==> src/rtl/midpoint_ellipse_point_generator_unit_assert.svh <==
// assertion macros for the midpoint ellipse point generator
// no dependencies; define NO_ASSERTIONS to compile the checks away
`ifndef MIDPOINT_ELLIPSE_POINT_GENERATOR_UNIT_ASSERT_SVH
`define MIDPOINT_ELLIPSE_POINT_GENERATOR_UNIT_ASSERT_SVH
`ifndef NO_ASSERTIONS
// same-cycle implication under an active-low reset
`define MEG_ASSERT_IMP(label, clk, rst_n, ante, cons, msg) \
	label: assert property (@(posedge clk) disable iff (!rst_n) (ante) |-> (cons)) \
		else $error(msg);
// next-cycle implication under an active-low reset
`define MEG_ASSERT_NXT(label, clk, rst_n, ante, cons, msg) \
	label: assert property (@(posedge clk) disable iff (!rst_n) (ante) |=> (cons)) \
		else $error(msg);
`else
`define MEG_ASSERT_IMP(label, clk, rst_n, ante, cons, msg)
`define MEG_ASSERT_NXT(label, clk, rst_n, ante, cons, msg)
`endif
`endif

==> src/rtl/meg_pkg.sv <==
// shared types and constants for the midpoint ellipse point generator
// no dependencies
`default_nettype none
package meg_pkg;

	localparam int RADIUS_BITS_DEF = 5;
	localparam int PT_W = 5;
	localparam int SEL_W = 2;

	localparam logic [SEL_W-1:0] SEL_BOTH = 2'd0;
	localparam logic [SEL_W-1:0] SEL_TOP  = 2'd1;
	localparam logic [SEL_W-1:0] SEL_SIDE = 2'd2;

	localparam logic REGION_TOP  = 1'b0;
	localparam logic REGION_SIDE = 1'b1;

	typedef enum logic [1:0] {
		ALU_ADD,
		ALU_SUB,
		ALU_MUL
	} alu_op_t;

	typedef struct packed {
		logic [PT_W-1:0]  semi_width;
		logic [PT_W-1:0]  semi_height;
		logic [SEL_W-1:0] piece_select;
	} request_t;

	typedef struct packed {
		logic [PT_W-1:0] point_x;
		logic [PT_W-1:0] point_y;
		logic            region;
		logic            last_point;
	} result_t;

	// point handed from the sequencer to the output stage
	typedef struct packed {
		logic            push;
		logic            flush;
		logic [PT_W-1:0] x;
		logic [PT_W-1:0] y;
		logic            region;
	} emit_req_t;

endpackage
`default_nettype wire

==> src/rtl/meg_alu.sv <==
// shared arithmetic unit: add, subtract and a small unsigned multiply
// depends on meg_pkg
`default_nettype none
module meg_alu import meg_pkg::*; #(
	parameter int W    = 23,
	parameter int MA_W = 10,
	parameter int MB_W = 6
) (
	input  alu_op_t             op,
	input  logic signed [W-1:0] a,
	input  logic signed [W-1:0] b,
	output logic signed [W-1:0] y
);

	logic [MA_W+MB_W-1:0] prod;

	// multiply on the low operand bits only
	always_comb begin
		prod = a[MA_W-1:0] * b[MB_W-1:0];
	end

	// operation select
	always_comb begin
		unique case (op)
			ALU_ADD: y = a + b;
			ALU_SUB: y = a - b;
			ALU_MUL: y = signed'(W'(prod));
			default: y = '0;
		endcase
	end

endmodule
`default_nettype wire

==> src/rtl/meg_emit.sv <==
// output stage: holds one point back so that the final beat carries last_point
// depends on meg_pkg
`default_nettype none
module meg_emit import meg_pkg::*; (
	input  logic      clk,
	input  logic      arst_n,
	input  emit_req_t req,
	output logic      strobe,
	output result_t   result
);

	logic    pend_v_q;
	logic    strobe_q;
	result_t pend_q;
	result_t res_q;

	// control: pending flag and strobe
	always_ff @(posedge clk or negedge arst_n) begin
		if (!arst_n) begin
			pend_v_q <= 1'b0;
			strobe_q <= 1'b0;
		end else begin
			strobe_q <= (req.push || req.flush) && pend_v_q;
			if (req.push) begin
				pend_v_q <= 1'b1;
			end else if (req.flush) begin
				pend_v_q <= 1'b0;
			end
		end
	end

	// payload: pending point and output beat
	always_ff @(posedge clk) begin
		if (req.push) begin
			res_q             <= pend_q;
			pend_q.point_x    <= req.x;
			pend_q.point_y    <= req.y;
			pend_q.region     <= req.region;
			pend_q.last_point <= 1'b0;
		end else if (req.flush) begin
			res_q <= '{point_x: pend_q.point_x, point_y: pend_q.point_y,
			           region: pend_q.region, last_point: 1'b1};
		end
	end

	assign strobe = strobe_q;
	assign result = res_q;

endmodule
`default_nettype wire

==> src/rtl/meg_seq.sv <==
// sequencer and working registers of the two-region midpoint walk
// depends on meg_pkg; drives the shared unit in meg_alu
`default_nettype none
module meg_seq import meg_pkg::*; #(
	parameter int R = RADIUS_BITS_DEF,
	parameter int W = 3 * RADIUS_BITS_DEF + 8
) (
	input  logic                clk,
	input  logic                arst_n,
	input  logic                start,
	output logic                busy,
	input  request_t            request,
	output alu_op_t             alu_op,
	output logic signed [W-1:0] alu_a,
	output logic signed [W-1:0] alu_b,
	input  logic signed [W-1:0] alu_y,
	output emit_req_t           emit
);

	localparam int XY_W = R + 2;
	localparam int SQ_W = 2 * R;
	localparam int K6_W = 2 * R + 3;
	localparam logic signed [XY_W-1:0] XY_ONE = XY_W'(1);
	localparam logic signed [W-1:0]    SIX    = W'(3'd6);

	typedef enum logic [4:0] {
		ST_IDLE, ST_A2, ST_B2, ST_K6A, ST_K6B,
		ST_T0, ST_T1, ST_T2, ST_TC,
		ST_TY1, ST_TY2, ST_TY3, ST_TX1, ST_TX2, ST_TX3,
		ST_S0, ST_S1, ST_S2, ST_SC,
		ST_SD1, ST_SD2, ST_SD3, ST_SI1, ST_SI2, ST_SI3,
		ST_FLUSH
	} state_t;

	state_t state_q;
	logic   busy_q;

	logic [R-1:0]           w_q, h_q;
	logic                   want_top_q, want_side_q;
	logic [SQ_W-1:0]        a2_q, b2_q;
	logic [K6_W-1:0]        k6a_q, k6b_q;
	logic signed [W-1:0]    bx_q, ay_q, sig_q;
	logic signed [XY_W-1:0] x_q, y_q;

	logic [R-1:0]        w_in, h_in;
	logic                accept;
	logic                neg;
	logic signed [W-1:0] a2_x, b2_x, w_x, h_x, k6a_x, k6b_x;

	assign accept = start && !busy_q;
	assign neg    = alu_y[W-1];

	// radii cut to R bits, zero saturated to one
	assign w_in = (request.semi_width[R-1:0] == '0) ? R'(1) : request.semi_width[R-1:0];
	assign h_in = (request.semi_height[R-1:0] == '0) ? R'(1) : request.semi_height[R-1:0];

	// operand views at accumulator width
	assign a2_x  = signed'(W'(a2_q));
	assign b2_x  = signed'(W'(b2_q));
	assign w_x   = signed'(W'(w_q));
	assign h_x   = signed'(W'(h_q));
	assign k6a_x = signed'(W'(k6a_q));
	assign k6b_x = signed'(W'(k6b_q));

	// shared unit operands per step
	always_comb begin
		alu_op = ALU_ADD;
		alu_a  = '0;
		alu_b  = '0;
		unique case (state_q)
			ST_A2:  begin alu_op = ALU_MUL; alu_a = w_x;  alu_b = w_x; end
			ST_B2:  begin alu_op = ALU_MUL; alu_a = h_x;  alu_b = h_x; end
			ST_K6A: begin alu_op = ALU_MUL; alu_a = a2_x; alu_b = SIX; end
			ST_K6B: begin alu_op = ALU_MUL; alu_a = b2_x; alu_b = SIX; end
			ST_T0:  begin alu_op = ALU_MUL; alu_a = a2_x; alu_b = h_x; end
			ST_T1:  begin alu_op = ALU_ADD; alu_a = b2_x <<< 1; alu_b = a2_x; end
			ST_T2:  begin alu_op = ALU_SUB; alu_a = sig_q; alu_b = ay_q <<< 1; end
			ST_TC:  begin alu_op = ALU_SUB; alu_a = ay_q;  alu_b = bx_q; end
			ST_TY1: begin alu_op = ALU_ADD; alu_a = sig_q; alu_b = a2_x <<< 2; end
			ST_TY2: begin alu_op = ALU_SUB; alu_a = sig_q; alu_b = ay_q <<< 2; end
			ST_TY3: begin alu_op = ALU_SUB; alu_a = ay_q;  alu_b = a2_x; end
			ST_TX1: begin alu_op = ALU_ADD; alu_a = sig_q; alu_b = bx_q <<< 2; end
			ST_TX2: begin alu_op = ALU_ADD; alu_a = sig_q; alu_b = k6b_x; end
			ST_TX3: begin alu_op = ALU_ADD; alu_a = bx_q;  alu_b = b2_x; end
			ST_S0:  begin alu_op = ALU_MUL; alu_a = b2_x; alu_b = w_x; end
			ST_S1:  begin alu_op = ALU_ADD; alu_a = a2_x <<< 1; alu_b = b2_x; end
			ST_S2:  begin alu_op = ALU_SUB; alu_a = sig_q; alu_b = bx_q <<< 1; end
			ST_SC:  begin alu_op = ALU_SUB; alu_a = bx_q;  alu_b = ay_q; end
			ST_SD1: begin alu_op = ALU_ADD; alu_a = sig_q; alu_b = b2_x <<< 2; end
			ST_SD2: begin alu_op = ALU_SUB; alu_a = sig_q; alu_b = bx_q <<< 2; end
			ST_SD3: begin alu_op = ALU_SUB; alu_a = bx_q;  alu_b = b2_x; end
			ST_SI1: begin alu_op = ALU_ADD; alu_a = sig_q; alu_b = ay_q <<< 2; end
			ST_SI2: begin alu_op = ALU_ADD; alu_a = sig_q; alu_b = k6a_x; end
			ST_SI3: begin alu_op = ALU_ADD; alu_a = ay_q;  alu_b = a2_x; end
			default: begin alu_op = ALU_ADD; alu_a = '0; alu_b = '0; end
		endcase
	end

	// point hand-off on a passing region test, flush once both walks end
	always_comb begin
		emit.push   = 1'b0;
		emit.flush  = (state_q == ST_FLUSH);
		emit.x      = PT_W'(x_q[R-1:0]);
		emit.y      = PT_W'(y_q[R-1:0]);
		emit.region = REGION_TOP;
		if (state_q == ST_TC) begin
			emit.push = !neg && want_top_q;
		end else if (state_q == ST_SC) begin
			emit.push   = !neg && want_side_q;
			emit.region = REGION_SIDE;
		end
	end

	// state machine
	always_ff @(posedge clk or negedge arst_n) begin
		if (!arst_n) begin
			state_q <= ST_IDLE;
			busy_q  <= 1'b0;
		end else begin
			unique case (state_q)
				ST_IDLE: begin
					if (accept) begin
						state_q <= ST_A2;
						busy_q  <= 1'b1;
					end
				end
				ST_A2:  state_q <= ST_B2;
				ST_B2:  state_q <= ST_K6A;
				ST_K6A: state_q <= ST_K6B;
				ST_K6B: state_q <= ST_T0;
				ST_T0:  state_q <= ST_T1;
				ST_T1:  state_q <= ST_T2;
				ST_T2:  state_q <= ST_TC;
				ST_TC: begin
					if (neg) begin
						state_q <= ST_S0;
					end else if (!sig_q[W-1]) begin
						state_q <= ST_TY1;
					end else begin
						state_q <= ST_TX1;
					end
				end
				ST_TY1: state_q <= ST_TY2;
				ST_TY2: state_q <= ST_TY3;
				ST_TY3: state_q <= ST_TX1;
				ST_TX1: state_q <= ST_TX2;
				ST_TX2: state_q <= ST_TX3;
				ST_TX3: state_q <= ST_TC;
				ST_S0:  state_q <= ST_S1;
				ST_S1:  state_q <= ST_S2;
				ST_S2:  state_q <= ST_SC;
				ST_SC: begin
					if (neg) begin
						state_q <= ST_FLUSH;
					end else if (!sig_q[W-1]) begin
						state_q <= ST_SD1;
					end else begin
						state_q <= ST_SI1;
					end
				end
				ST_SD1: state_q <= ST_SD2;
				ST_SD2: state_q <= ST_SD3;
				ST_SD3: state_q <= ST_SI1;
				ST_SI1: state_q <= ST_SI2;
				ST_SI2: state_q <= ST_SI3;
				ST_SI3: state_q <= ST_SC;
				ST_FLUSH: begin
					state_q <= ST_IDLE;
					busy_q  <= 1'b0;
				end
				default: state_q <= ST_IDLE;
			endcase
		end
	end

	// working registers
	always_ff @(posedge clk) begin
		case (state_q)
			ST_IDLE: begin
				if (accept) begin
					w_q         <= w_in;
					h_q         <= h_in;
					want_top_q  <= (request.piece_select == SEL_BOTH) ||
					               (request.piece_select == SEL_TOP);
					want_side_q <= (request.piece_select == SEL_BOTH) ||
					               (request.piece_select == SEL_SIDE);
				end
			end
			ST_A2:  a2_q  <= alu_y[SQ_W-1:0];
			ST_B2:  b2_q  <= alu_y[SQ_W-1:0];
			ST_K6A: k6a_q <= alu_y[K6_W-1:0];
			ST_K6B: k6b_q <= alu_y[K6_W-1:0];
			ST_T0: begin
				ay_q <= alu_y;
				bx_q <= '0;
				x_q  <= '0;
				y_q  <= signed'(XY_W'(h_q));
			end
			ST_T1, ST_T2, ST_TY1, ST_TY2, ST_TX1, ST_TX2,
			ST_S1, ST_S2, ST_SD1, ST_SD2, ST_SI1, ST_SI2: sig_q <= alu_y;
			ST_TY3: begin
				ay_q <= alu_y;
				y_q  <= y_q - XY_ONE;
			end
			ST_TX3: begin
				bx_q <= alu_y;
				x_q  <= x_q + XY_ONE;
			end
			ST_S0: begin
				bx_q <= alu_y;
				ay_q <= '0;
				x_q  <= signed'(XY_W'(w_q));
				y_q  <= '0;
			end
			ST_SD3: begin
				bx_q <= alu_y;
				x_q  <= x_q - XY_ONE;
			end
			ST_SI3: begin
				ay_q <= alu_y;
				y_q  <= y_q + XY_ONE;
			end
			default: ;
		endcase
	end

	assign busy = busy_q;

endmodule
`default_nettype wire

==> src/rtl/midpoint_ellipse_point_generator_unit.sv <==
// Midpoint ellipse point generator: one request, then a walk of both regions.
// Setup forms both squared radii and six times each; then each region is entered and walked until its exit
// test fails, then a flush; a walked point always steps one coordinate and sometimes the second, on one shared unit.
// Busy is high from an accepted request until the flush.
// Beats are never stalled; the last one shows as busy falls.
// Reset clears the sequencer and the output strobe; the data registers are not reset.
`default_nettype none
`include "midpoint_ellipse_point_generator_unit_assert.svh"
module midpoint_ellipse_point_generator_unit import meg_pkg::*; #(
	parameter int RADIUS_BITS = RADIUS_BITS_DEF
) (
	input  logic     clk,
	input  logic     arst_n,
	input  logic     start,
	output logic     busy,
	input  request_t request,
	output logic     strobe,
	output result_t  result
);

	localparam int W    = 3 * RADIUS_BITS + 8;
	localparam int MA_W = 2 * RADIUS_BITS;
	localparam int MB_W = RADIUS_BITS + 1;

	alu_op_t             alu_op;
	logic signed [W-1:0] alu_a, alu_b, alu_y;
	emit_req_t           emit;

	// sequencer
	meg_seq #(
		.R (RADIUS_BITS),
		.W (W)
	) u_seq (
		.clk     (clk),
		.arst_n  (arst_n),
		.start   (start),
		.busy    (busy),
		.request (request),
		.alu_op  (alu_op),
		.alu_a   (alu_a),
		.alu_b   (alu_b),
		.alu_y   (alu_y),
		.emit    (emit)
	);

	// shared arithmetic
	meg_alu #(
		.W    (W),
		.MA_W (MA_W),
		.MB_W (MB_W)
	) u_alu (
		.op (alu_op),
		.a  (alu_a),
		.b  (alu_b),
		.y  (alu_y)
	);

	// output beat with last marking
	meg_emit u_emit (
		.clk    (clk),
		.arst_n (arst_n),
		.req    (emit),
		.strobe (strobe),
		.result (result)
	);

	// checks
	`MEG_ASSERT_NXT(a_start_busy, clk, arst_n, start && !busy, busy, "accepted beat did not raise busy")
	`MEG_ASSERT_IMP(a_strobe_in_req, clk, arst_n, strobe, $past(busy), "result beat outside a request")
	`MEG_ASSERT_NXT(a_last_alone, clk, arst_n, strobe && result.last_point, !strobe, "beat after last")

endmodule
`default_nettype wire
==> config.mk <==
export PLATFORM = sky130hd
export DESIGN_NAME = midpoint_ellipse_point_generator_unit
export DESIGN_NICKNAME = d
export VERILOG_FILES = /design/src/rtl/meg_pkg.sv /design/src/rtl/meg_alu.sv /design/src/rtl/meg_emit.sv /design/src/rtl/meg_seq.sv /design/src/rtl/midpoint_ellipse_point_generator_unit.sv
export VERILOG_INCLUDE_DIRS = /design/src /design/src/rtl
export SDC_FILE = /design/constraint.sdc
export NUM_CORES = 1
export LEC_CHECK = 0
export BUFFER_PORTS_ARGS = -buffer_cell sky130_fd_sc_hd__buf_2
export CAP_MARGIN = 20
export CORE_MARGIN = 3
export CORE_UTILIZATION = 45
export DETAILED_ROUTE_END_ITERATION = 8
export MAX_ROUTING_LAYER = met4
export SLEW_MARGIN = 10
export SYNTH_ARGS = -nofsm -noshare
export SYNTH_HDL_FRONTEND = slang
export SYNTH_SLANG_ARGS = --single-unit
==> constraint.sdc <==
create_clock -name clk -period 9.1 [get_ports clk]
set_input_delay 0 -clock clk [delete_from_list [all_inputs] [get_ports clk]]
set_output_delay 0 -clock clk [all_outputs]
set_load 0.03 [all_outputs]
# Yosys cells after proc, flatten, opt, wreduce, memory -nomap -nowiden
# Cells that the tools add are included.
# Widths: inputs -> output; s select.
[totals]
register_bits = 172
n_memories = 0
rom_bits = 0
ramBits = 0
out_inout_bits = 14
inputBits = 15
wordCells = 125
latch_bits = 0
[classes]
mux = 23
n_eq_ne = 30
bitwise = 0
n_mul = 1
div_mod_pow = 0
shift = 0
reduce_logical = 41
magnitude_cmp = 0
n_addsub = 6
[op_table]
columns = ["operator", "count"]
rows = [
  ["$pmux 23 s15", 1],
  ["$pmux 23 s9", 1],
  ["$pmux 5 s23", 1],
  ["$pmux 23 s2", 2],
  ["$pmux 23 s3", 1],
  ["$pmux 7 s4", 2],
  ["$eq 5x5->1 const B", 10],
  ["$eq 5x4->1 const B", 8],
  ["$mux 12", 2],
  ["$add 23x23->23", 1],
  ["$sub 23x23->23", 1],
  ["$eq 5x3->1 const B", 4],
  ["$reduce_or 2->1", 9],
  ["$reduce_or 3->1", 6],
  ["$mul 10x6->16", 1],
  ["$logic_not 5->1", 3],
  ["$mux 5", 3],
  ["$add 7x2->7 const B", 2],
  ["$sub 7x2->7 const B", 2],
  ["$reduce_or 12->1", 1],
  ["$eq 5x2->1 const B", 2],
  ["$reduce_or 10->1", 1],
  ["$reduce_bool 2->1", 4],
  ["$reduce_bool 4->1", 2],
  ["15 further kinds", 31],
]

# Longest topological paths before layout
[logic_depth]
ltp_word = 11
mapped_depth = 30
depth_no_buf = 26

# By module
# Synthesis repeated with hierarchy kept, for this count alone.
[unflattened]
hier_cells = 1210
hier_area_um2 = 12334.3
[by_module_without_submodules]
columns = ["module", "area_per_inst_um2", "instances", "seq_area_each_um2", "cells_each"]
rows = [
  ["meg_seq", 7933.9, 1, 4264.1, 701],
  ["meg_alu", 3629.7, 1, 0.0, 479],
  ["meg_emit", 770.7, 1, 740.7, 30],
]

# Least setup slack after synthesis
# Ideal clock, no wire load.
[synth_timing]
kind = "register to register"
from = "register u_seq.state_q[2]"
to = "register u_seq.ay_q[14], data pin"
t_arrival_ns = 6.756
stages_incl_launch_ff = 27
t_required_ns = 8.825
n_path_buf = 5
synth_period_minus_slack_ns = 7.030
path_slack_ns = 2.070
setup_time_ns = 0.275
path_cell_list = "dfrtp_1 -> buf_2 -> buf_4 -> clkbuf_1 -> or2_1 -> clkbuf_1 -> nor3_1 -> a22o_1 -> a221oi_1 -> and4_1 -> clkbuf_1 -> or2_2 -> fa_1 -> fa_1 -> fa_1 -> inv_1 -> ha_1 -> a21oi_1 -> o21ai_0 -> a21oi_1 -> nand2b_1 -> a21boi_0 -> o31a_1 -> or4_1 -> o311ai_0 -> xor2_1 -> a211oi_1"
[synth_between]
elab_chain_len = 6
word_cells_on_any_way = 50
cone_classes = "2 x add/sub; 1 x mul; 26 x eq/ne; 5 x mux; 16 x reduce/logical"
[synth_rtl]
columns = ["element", "line", "text"]
rows = [
  ["start, declared", "meg_seq.sv:35", "state_t state_q;"],
  ["start signal, assigned", "meg_seq.sv:117", "state_q <= ST_IDLE;"],
  ["start signal, assigned", "meg_seq.sv:123", "state_q <= ST_A2;"],
  ["start signal, assigned", "meg_seq.sv:127", "ST_A2: state_q <= ST_B2;"],
  ["$eq 5x3->1, or another cell as far along", "meg_seq.sv:70", "unique case (state_q)"],
  ["$reduce_or 10->1 (no line), or another cell as far along", "-", ""],
  ["$pmux 23 s9, or another cell as far along", "meg_seq.sv:70", ""],
  ["$mul 10x6->16, or another cell as far along", "meg_alu.sv:19", "prod = a[MA_W-1:0] * b[MB_W-1:0];"],
  ["$pmux 23 s3", "meg_alu.sv:24", "unique case (op)"],
  ["$pmux 23 s2 (*)", "meg_seq.sv:178", "case (state_q)"],
  ["end signal, assigned", "meg_seq.sv:194", "ay_q <= alu_y;"],
  ["end signal, assigned", "meg_seq.sv:202", "ay_q <= alu_y;"],
  ["end signal, assigned", "meg_seq.sv:220", "ay_q <= alu_y;"],
  ["end, declared", "meg_seq.sv:42", "logic signed [W-1:0] bx_q, ay_q, sig_q;"],
]
# Every way passes the cells marked *; elsewhere a longest branch is shown, timed or not.
# A chain may end at the register's enable or synchronous reset.

# Final worst setup path
[layout_timing]
from = "register u_seq.state_q[4]"
to = "register u_seq.ay_q[14], data pin"
# The elaborated chain is that of the path after synthesis.

==> out/results.ini <==
[clock_tree]
root_buffer = clkbuf_16
ctsLongestPathBuffers = 2
clkLatencyLatePin_ps = 450
clock_sinks = 168
h-tree-depth = 4
clkTransAtPathRegs_ps = 80
post_cts_buffers = 0
cts_tree = done
numCtsBuffers = 17

[logic_synthesis]
synth_nets = 1344
synthArstFlopShare_pct = 4.76
synth_largest_area_cell = edfxtp_1
synth_top_flop_cell = edfxtp_1
synth.area.top_cells = edfxtp_1 40%, fa_1 5.9%, ha_1 5.8%
post_synth.cell_area_avg_sq_um = 9.82
syn_area_sq_um = 12100
yosysWarnings = 0
synth-edff-count = 160
synthCells = 1237
post-synth-top-area-fraction_pct = 39.6
synth_cell_types = 85
yosysSeqAreaShare_pct = 41.2
ys_ff_latch = 168

[floorplan]
start_util_pct = 46.2
dieArea_sq_um = 29000
die_y_um = 170
dieWidth_um = 170
rows = 59
core_sq_um = 26300
io_pins = 29

[finish]
nNetsFinal = 1365
drive_gt1_share_pct = 10.5
nFillCells = 2456
multi_input_area_sq_um = 6430
diodes = 0
final_util_pct = 50.9
syn_to_final_growth_pct = 10.1
seq_area_sq_um = 5000

[worst_setup_path]
cp_max_fo = 19
cp-start-kind = flip-flop
critPathKind = flip-flop to flip-flop
arrival_ps = 8210
path_cells = and3b_1, o21ai_1, o21ai_1, a221oi_1, nand4b_1, inv_1, nor2_1, fa_1, ha_1, inv_1, fa_1, inv_1, ha_1, a21o_1, a21oi_1, o21ai_0, a21oi_1, nand2b_1, a21boi_0, o31a_1, or4_1, o311ai_0, xor2_1, a211oi_1
r2r_setup_slack_ps = 1040
reg2reg_to = u_seq.ay_q[14]
reg2reg_depth = 24
end_kind = flip-flop
max_stage_delay_ps = 840
cp_common_cell = inv_1
worstReg2RegStart = u_seq.state_q[4]
required_ps = 9250
cp_slowest_cell = o21ai_1

[detailed_routing]
drtIter0Drc = 1518
drt-pass1-iter-count = 7
vias = 10290
antenna_left = 0
wl_per_cell_um = 24.0
vias_per_cell = 6.41
wl_um = 38600
drc_errors = 0

[place]
io_buffer_count = 28
dp_slack_ps = 1340
gp_congestion = 0.987
hpwl_um = 27600

[global_routing]
grt_pass1_wl_um = 60100
grt_max_degree = 42
antenna_found_initial = 0
grt.total_usage_pct = 27.8
grt.overflow.total = 0
grt_pass1_vias = 9958

[timing]
period_share_pct = 88.5
fmax_mhz = 124
tightest_slew_ps = 1080
setup_viol = 0
tns_ps = 0
relSlewSlack_pct = 27.7
rsz0062_at_grt = false
setup_slack_ps = 1040
drv_slew = 0
finalCriticalPeriod_ps = 8060
finalClockSkew_ps = 15.6
hold_viol = 0

[hold_path]
min_path_cells = 3
hp-start = start
hold_path_class = primary input to flip-flop
holdPathEnd = u_seq.want_side_q

[job]
drv_cap = 0

[status]
status = completed

## registers in the layout, summed over array words and instances, names as in the netlist
register	cells
u_emit.strobe	1
u_seq.k6a_q	13
u_seq.state_q	5
u_seq.y_q	5
u_seq.busy	1
u_seq.b2_q	10
u_emit.pend_q	11
u_seq.k6b_q	13
u_emit.pend_v_q	1
u_emit.result	12
u_seq.bx_q	23
u_seq.ay_q	23
u_seq.want_side_q	1
u_seq.x_q	5
u_seq.a2_q	10
u_seq.w_q	5
u_seq.want_top_q	1
u_seq.h_q	5
u_seq.sig_q	23
## worst max path at each step
| stage | from | to | slack [ps] | depth (start not counted) |
|---|---|---|---|---|
| final | u_seq.state_q[4] | u_seq.ay_q[14] | 1040 | 24 |
| after global placement | u_seq.state_q[2] | u_seq.ay_q[15] | 1310 | 25 |
| after floorplan | u_seq.state_q[2] | u_seq.ay_q[14] | 2070 | 26 |
| after detailed placement | u_seq.state_q[4] | u_seq.ay_q[14] | 1340 | 24 |
| after CTS | u_seq.state_q[4] | u_seq.ay_q[14] | 1270 | 24 |
| after global routing | u_seq.state_q[4] | u_seq.ay_q[14] | 560 | 24 |
## critical path, delay by kind of cell, from the launching register on
family          cells  cell delay, ps
fa+ha+maj           4            1620
buf+inv             3             430
flops               1             720
simple gates        5            1510
xor+xnor            1             270
compound gates     11            3190
## stage by stage
stage	hold WS (ps)	cell area [sq um]	instances
finish	96.1	13400	1606
global route	89.8	13400	1606
CTS	77.2	13400	1605
detailed placement	-138	12600	1559
global placement	-142	12600	1558
floorplan	-296	12100	1237
## cells in the mapped netlist, types with 5 or more instances
cell / number
a2111oi_0: 7
a211oi_1: 9
a21o_1: 14
a21oi_1: 64
a221oi_1: 6
a222oi_1: 25
a22o_1: 11
a22oi_1: 58
a31oi_1: 9
a32oi_1: 6
and2_1: 13
and3_1: 41
and4_1: 6
buf_2: 14
buf_6: 8
clkbuf_1: 41
dfrtp_1: 8
edfxtp_1: 160
fa_1: 36
ha_1: 56
inv_1: 106
mux2i_1: 7
nand2_1: 107
nand2b_1: 20
nand3_1: 29
nand4_1: 17
nor2_1: 127
nor2b_1: 13
nor3_1: 14
o21a_1: 6
o21ai_0: 39
o21bai_1: 5
or2_2: 5
xnor2_1: 29
xor2_1: 28
## what timing repair did
item                                   in CTS  in global routing
endpoints found under the hold margin      20                  0
gates resized for setup                     0                  0
hold buffers                               14                  0
## cell type report
cell class	instances	area share [%]
inverter	107	3.00
clock buffer	18	3.21
tap	335	3.13
multi-input combinational	892	48.1
sequential	168	37.4
timing repair buffer	72	3.78
clock inverter	14	1.35
## per-layer routing
layer / vias up / track usage (%) / wire length, um / share of wire [%]
li1: 4567 / - / - / -
met1: 5004 / 38.8 / 16500 / 43
met2: 601 / 41.8 / 17500 / 45
met3: 118 / 4.55 / 3430 / 8.9
met4: 0 / 8.47 / 1210 / 3.1
met5: - / - / 0 / 0
## cells in the final DEF, fill, tap and decap left out, types with 8 or more instances in the layout
cell type / count
ha_1: 56
buf_2: 28
o21ai_0: 38
edfxtp_1: 160
a21oi_1: 62
xor2_1: 28
a211oi_1: 9
buf_4: 30
a22oi_1: 58
nand2_1: 106
nor2b_1: 13
xnor2_1: 29
nand3_1: 29
a21o_1: 14
a31oi_1: 9
nor2_1: 125
a22o_1: 11
and3_1: 41
dlygate4sd3_1: 14
nand2b_1: 20
inv_1: 106
clkbuf_16: 17
nor3_1: 12
nand4_1: 17
dfrtp_1: 8
a222oi_1: 25
and2_1: 12
fa_1: 36
## logic make-up (layout without fill, tap and decap cells)
logic type,Yosys count,count (layout),synth area share [%]
multiplexers,8,8,0.670
adder cells (fa/ha/maj),92,92,11.7
AO/OA/AOI/OAI,303,303,18.2
AND/OR/NAND/NOR,432,432,17.8
buffers and inverters,177,211,6.20
flip-flops,168,168,41.2
XOR/XNOR,57,57,4.11
Power is not shown: default switching activity piles up to over one toggle a cycle in this logic, so the estimate is an artifact.
